===== src/hw/rtl/rfoe_pkg.sv =====
// shared types and constants of the rectangle fill and outline engine
package rfoe_pkg;

    // frame store geometry, both sizes powers of two
    localparam int MAX_WIDTH  = 256;
    localparam int MAX_HEIGHT = 256;
    localparam int COL_W      = $clog2(MAX_WIDTH);
    localparam int ROW_W      = $clog2(MAX_HEIGHT);
    localparam int ADDR_W     = COL_W + ROW_W;
    localparam int DIM_W      = 9;

    // signed pixel coordinate after mapping: magnitude below 2^32 plus room for +1
    localparam int PIX_W      = 34;

    localparam int COLOR_W    = 24;
    localparam logic [COLOR_W-1:0] WHITE = 24'hFF_FFFF;

    typedef enum logic [1:0] {
        CMD_FILL    = 2'd0,
        CMD_BLEND   = 2'd1,
        CMD_OUTLINE = 2'd2,
        CMD_READ    = 2'd3
    } t_cmd;

    typedef enum logic [2:0] {
        CFG_X_ORIGIN = 3'd0,
        CFG_X_SCALE  = 3'd1,
        CFG_Y_ORIGIN = 3'd2,
        CFG_Y_SCALE  = 3'd3,
        CFG_WIDTH    = 3'd4,
        CFG_HEIGHT   = 3'd5
    } t_cfg_idx;

endpackage


===== src/hw/rtl/rfoe_map.sv =====
// world coordinate to pixel mapper: (v - origin) * scale >> 32, truncated toward zero
module rfoe_map (
    input  logic                               i_clk,
    input  logic                               i_rst_n,
    input  logic                               i_start,
    input  logic signed [31:0]                 i_value,
    input  logic signed [31:0]                 i_origin,
    input  logic        [31:0]                 i_scale,
    output logic                               o_done,
    output logic signed [rfoe_pkg::PIX_W-1:0]  o_pixel
);
    import rfoe_pkg::*;

    typedef enum logic [2:0] {
        M_IDLE,
        M_LO,
        M_HI,
        M_SUM,
        M_OUT
    } t_mstate;

    t_mstate            r_state;
    logic               r_neg;
    logic        [32:0] r_mag;
    logic        [31:0] r_scale;
    logic        [47:0] r_lo;
    logic        [48:0] r_hi;
    logic        [32:0] r_q;

    logic signed [32:0] diff;
    logic        [47:0] lo_prod;
    logic        [48:0] hi_prod;
    logic        [64:0] sum;
    logic        [PIX_W-1:0] q_ext;

    assign diff    = $signed({i_value[31], i_value}) - $signed({i_origin[31], i_origin});
    // magnitude split in two halves so each product stays within 17 x 32
    assign lo_prod = r_mag[15:0] * r_scale;
    assign hi_prod = r_mag[32:16] * r_scale;
    assign sum     = {r_hi, 16'd0} + {17'd0, r_lo};
    assign q_ext   = {1'b0, r_q};

    always_ff @(posedge i_clk) begin
        if (!i_rst_n) begin
            r_state <= M_IDLE;
            o_done  <= 1'b0;
        end else begin
            o_done <= 1'b0;
            unique case (r_state)
                M_IDLE: begin
                    if (i_start) begin
                        r_neg   <= diff[32];
                        r_mag   <= diff[32] ? 33'(-diff) : 33'(diff);
                        r_scale <= i_scale;
                        r_state <= M_LO;
                    end
                end
                M_LO: begin
                    r_lo    <= lo_prod;
                    r_state <= M_HI;
                end
                M_HI: begin
                    r_hi    <= hi_prod;
                    r_state <= M_SUM;
                end
                M_SUM: begin
                    r_q     <= sum[64:32];
                    r_state <= M_OUT;
                end
                M_OUT: begin
                    o_pixel <= r_neg ? $signed(-q_ext) : $signed(q_ext);
                    o_done  <= 1'b1;
                    r_state <= M_IDLE;
                end
                default: r_state <= M_IDLE;
            endcase
        end
    end

endmodule


===== config.mk =====
export PLATFORM = sky130hd
export DESIGN_NAME = rfoe_map
export DESIGN_NICKNAME = d
export VERILOG_FILES = /design/src/hw/rtl/rfoe_pkg.sv /design/src/hw/rtl/rfoe_map.sv
export SDC_FILE = /design/constraint.sdc
export NUM_CORES = 2
export LEC_CHECK = 0
export ABC_AREA = 1
export BUFFER_PORTS_ARGS = -buffer_cell sky130_fd_sc_hd__clkbuf_2
export CAP_MARGIN = 20
export CORE_MARGIN = 3
export CORE_UTILIZATION = 65
export DETAILED_ROUTE_END_ITERATION = 12
export PLACE_DENSITY = 0.88
export SETUP_SLACK_MARGIN = 0.1
export SYNTH_ARGS = -nofsm -noshare
export SYNTH_HDL_FRONTEND = slang
export SYNTH_SLANG_ARGS = --single-unit

===== constraint.sdc =====
create_clock -name i_clk -period 14.4 [get_ports i_clk]
set_input_delay 1.44 -clock i_clk [delete_from_list [all_inputs] [get_ports i_clk]]
set_output_delay 1.44 -clock i_clk [all_outputs]
set_load 0.05 [all_outputs]

Word level (Yosys, flattened, before mapping):

Cells that the tools add are included.

* logic and storage cells: 33
* input port bits: 99
* latch bits: 0
* memories kept: 0
* memory bits (writable): 0
* bits in read-only memories: 0
* bits in registers: 234
* output and inout bits: 35

* add/subtract/negate cells: 4
* multipliers: 2
* divide/modulo/power cells: 0
* shifts and indexed selects: 0
* bitwise logic cells: 0
* mux-type cells: 5
* magnitude comparators: 0
* equality and inequality tests: 5
* reduce and logical (&&, ||, !) cells: 6

Operators with widths (number)
* adder 65 x 48 -> 65 bit: 1
* multiplier 17 x 32 -> 49 bit: 1
* multiplier 16 x 32 -> 48 bit: 1
* negator 33 -> 34 bit: 1
* 2-to-1 mux 33 bit: 1
* negator 33 bit: 1
* subtractor 32 x 32 -> 33 bit: 1
* 2-to-1 mux 32 bit: 1
* case mux 3 bit (4 select lines): 1
* AND reduction 2 bit: 4
* equality test 3 x 2 -> 1 bit, second input constant: 2
* equality test 3 x 1 -> 1 bit, second input constant: 1
* equality test 3 bit, second input constant: 1
* zero test 3 bit: 1
* 2-to-1 mux 3 bit: 1
* AND reduction 3 bit: 1
* != test 2 bit, second input constant: 1
* 2-to-1 mux 1 bit: 1

Logic depth before layout (Yosys ltp):

* depth in word-level cells: 3
* depth in mapped cells: 28
* mapped depth without buffers: 26

Worst setup path after synthesis:

No wires, ideal clock.

* path kind: input port to flip-flop
* from: in i_rst_n
* to: reg r_mag[0] (enable)
* setup slack: 5982 ps
* stages: 2
* setup time: 653 ps
* data arrival time: 7765 ps
* path buffers: 0
* path through: nand2_1 nor4_1

* longest elaborated chain between the ends: 1

RTL lines
* start: declaration: RTL line rfoe_map.sv:4 `input logic i_rst_n,`
* AND reduction 3 bit (no line)
* end signal: assignment: RTL line rfoe_map.sv:53 `r_mag <= diff[32] ? 33'(-diff) : 33'(diff);`
* end: declaration: RTL line rfoe_map.sv:24 `logic [32:0] r_mag;`

Every way passes these cells.
A chain may end at the register's enable or synchronous reset.

Final worst setup path:

* from: reg r_scale[12]
* to: reg r_hi[41] (data pin)

* longest elaborated chain between the ends: 1

RTL lines
* start: declaration: RTL line rfoe_map.sv:25 `logic [31:0] r_scale;`
* start signal: assignment: RTL line rfoe_map.sv:54 `r_scale <= i_scale;`
* multiplier 17 x 32 -> 49 bit: RTL line rfoe_map.sv:39 `assign hi_prod = r_mag[32:16] * r_scale;`
* named net hi_prod[41]: RTL line rfoe_map.sv:32 `logic [48:0] hi_prod;`
* end signal: assignment: RTL line rfoe_map.sv:63 `r_hi <= hi_prod;`
* end: declaration: RTL line rfoe_map.sv:27 `logic [48:0] r_hi;`

The timed path passes the listed nets, and every way through them passes these cells.

==> flow_summary.json <==
{
  "grt_antenna_before_repair": 3,
  "setup.worst_path.start_class": "flip-flop",
  "remaining_drc_errors": 0,
  "post-synth-top-count-cell": "inv_1",
  "worstHoldPathType": "reg2reg",
  "worst_path_max_delay_cell": "fa_1",
  "yosysSeqAreaShare": 0.1364,
  "drive_gt1_frac": 0.04741,
  "synthToLayoutAreaGrowth_pct": 5.055,
  "y_dimension_of_the_die_um": 276.9,
  "post-route-period-util": 0.4543,
  "worst_path_dominant_cell_family": "adder cells",
  "final_nets": 7452,
  "synth.largest_area_cell": "fa_1",
  "gr-usage-met1": 0.4296,
  "synth_area_leaders": "fa_1 36%, inv_1 14%, edfxtp_1 13%",
  "yosys.cell_types.count": 50,
  "clk_latency_ns": 0.59,
  "die_w_um": 276.9,
  "vias": 40080,
  "drt-total-wl_um": 129900,
  "path_max_fanout": 33,
  "cts_max_path_buffers": 3,
  "place.detailed.instances": 7103,
  "met3_usage_grt": 0.09206,
  "max_clock_freq_mhz": 152.9,
  "layoutNonFillerInstCount": 7153,
  "dominantRegCellSynth": "edfxtp_1",
  "via_per_inst": 5.604,
  "dp_worst_setup_slack_ns": 7.941,
  "run_status": "complete, no violations",
  "grt_start_max_net_pins": 62,
  "hold_viol_final": 0,
  "critical_path_arrival_ns": 6.95,
  "crit_buf_inv": 6,
  "cts_sinks": 218,
  "place_congestion": 0.9981,
  "cts_tree": "built",
  "worst_clock_skew_ns": 0.02423,
  "floorplan.die_area_sq_um": 76670,
  "placeable_area_sq_um": 72100,
  "post_synth_inst_count": 6179,
  "timing_worst_slew_pin_value_ns": 0.8889,
  "post_synth.cell_area_avg_sq_um": 7.719,
  "number_of_enable_type_register_cells_in_the_synthesized_netlist": 214,
  "report.final.slew_viol_count": 0,
  "yosysTopAreaCellShare": 0.3639,
  "cp-end-kind": "flip-flop",
  "critical_path_required_ns": 14.81,
  "post_cts_resized": 0,
  "floorplan.io_pins": 134,
  "cts_made_buffers": 26,
  "worstPathCellList": "buf_4 -> nand2_1 -> fa_1 -> inv_1 -> fa_1 -> fa_1 -> fa_1 -> fa_1 -> inv_1 -> fa_1 -> inv_1 -> ha_1 -> nand2_1 -> nor2_1 -> inv_1 -> nor2_1 -> inv_1 -> nor4_1 -> a21oi_1 -> o21bai_1 -> nand2_1 -> nand2_1 -> xor2_1",
  "avgRoutedWirePerCell_um": 18.16,
  "final_critical_path_setup_slack_ns": 7.859,
  "timing_worst_setup_path_type": "reg2reg",
  "portBuffers": 133,
  "globalRouteTotalUtil": 0.3461,
  "drtIter0Drc": 3882,
  "worst_path_most_repeated_cell": "fa_1",
  "globalRoute.busiestLayer": "met2",
  "async_reset_ff_frac": 0,
  "finalCriticalPeriod_ns": 6.541,
  "grt_overflow": 0,
  "drt.antenna.violating_nets": 0,
  "synth_seq_cells": 218,
  "final.setup.tns_ns": 0,
  "finalSetupViolations": 0,
  "path_clk_slew_ns": 0.06,
  "detailedRoute.firstPassIterationCount": 8,
  "first_global_vias": 42820,
  "fp-row-count": 98,
  "net_count_after_synthesis": 7450,
  "worst_slew_margin_rel": 0.4074,
  "cts_root_buffer": "clkbuf_16",
  "yosys_warnings": 0,
  "hpwlAfterDp_um": 100000,
  "cts.hold.buffers_added": 0,
  "grt_pass1_wl_um": 213100,
  "setup_repair_bufs_after_cts": 0,
  "cts.htree.levels": 1,
  "grt.met2_usage": 0.5589,
  "setup_repair_after_global_routing_missed_its_margin": "false",
  "critical_path.max_stage_delay_ns": 0.58,
  "netlist_area_pre_place_sq_um": 47700,
  "cap_violations": 0,
  "synth.top_cells.by_count": "1766 x inv_1, 1683 x nand2_1, 867 x fa_1",
  "initial_core_util": 0.6615
}
layer usage:
layer,part of all wire,vias to the layer above
met4,0.062,2
met2,0.45,2739
met1,0.35,18800
met3,0.13,645
li1,-,17900
met5,0.000092,-
layout make-up:
cell class / instances / area (sq um)
clock inverter: 18 / 203.9
inverter: 1768 / 6641
multi-input combinational: 3963 / 33700
sequential: 218 / 6506
clock buffer: 30 / 665.6
tap: 950 / 1189
fill: 5389 / 21990
timing repair buffer: 204 / 1199
antenna: 2 / 5.005
cell usage in the layout, fill, tap and decap left out, types with 4 or more instances in the layout:
cell        count
a211oi_1        4
a21boi_0        7
a21o_1         17
a21oi_1       191
a31oi_1        27
and3_1          4
buf_4          71
clkbuf_1        4
clkbuf_16      26
clkbuf_2      133
clkinvlp_4      4
dfxtp_1         4
edfxtp_1      214
fa_1          867
ha_1          305
inv_1        1766
nand2_1      1683
nand2_2        16
nand3_1       106
nand3b_1        7
nand4_1        29
nor2_1        294
nor2_2          9
nor3_1         44
nor4_1         18
o21a_1         13
o21ai_0       114
o21bai_1       14
xnor2_1        53
xor2_1        102
final timing paths:
kind,slack [ns],end,cells after the start,startpoint
worst min register to register,0.49,o_pixel[0],0,r_q[0]
worst min-delay path,0.49,o_pixel[0],0,r_q[0]
worst max-delay path,7.86,r_hi[41],23,r_scale[12]
worst max register to register,7.86,r_hi[41],23,r_scale[12]
worst reg2reg max path, stage by stage, from the launching register on:
cell	delay [ns]
edfxtp_1	0.32
buf_4	0.49
nand2_1	0.20
fa_1	0.58
inv_1	0.06
fa_1	0.56
fa_1	0.44
fa_1	0.48
fa_1	0.49
inv_1	0.05
fa_1	0.52
inv_1	0.06
ha_1	0.43
nand2_1	0.15
nor2_1	0.25
inv_1	0.12
nor2_1	0.12
inv_1	0.06
nor4_1	0.17
a21oi_1	0.16
o21bai_1	0.26
nand2_1	0.09
nand2_1	0.08
xor2_1	0.21
metrics by stage:
stage / util / area [sq um] / hold WS, ns
after detailed placement: 0.6828 / 49230 / 0.4543
after CTS: 0.6949 / 50100 / 0.4718
final: 0.6950 / 50110 / 0.4890
after global placement: 0.6828 / 49230 / 0.4384
after global routing: 0.6949 / 50100 / 0.4819
after floorplan: - / 47700 / 0.4264
registers in the layout, summed over array words and instances (netlist names):
register	count
r_hi	49
o_pixel	34
r_mag	33
r_q	33
r_lo	32
r_scale	32
r_state	3
o_done	1
r_neg	1
cell families after synthesis:
group	after synthesis	share of synthesized area
and+or+nand+nor	2227	0.1853
xor gates and xnor gates	156	0.02880
DFF	218	0.1364
buffers and inverters	1998	0.1577
adders and majority gates	1172	0.4439
AOI/OAI and AO/OA	408	0.04795
Power is not shown: default switching activity piles up to over one toggle a cycle in this logic, so the estimate is an artifact.
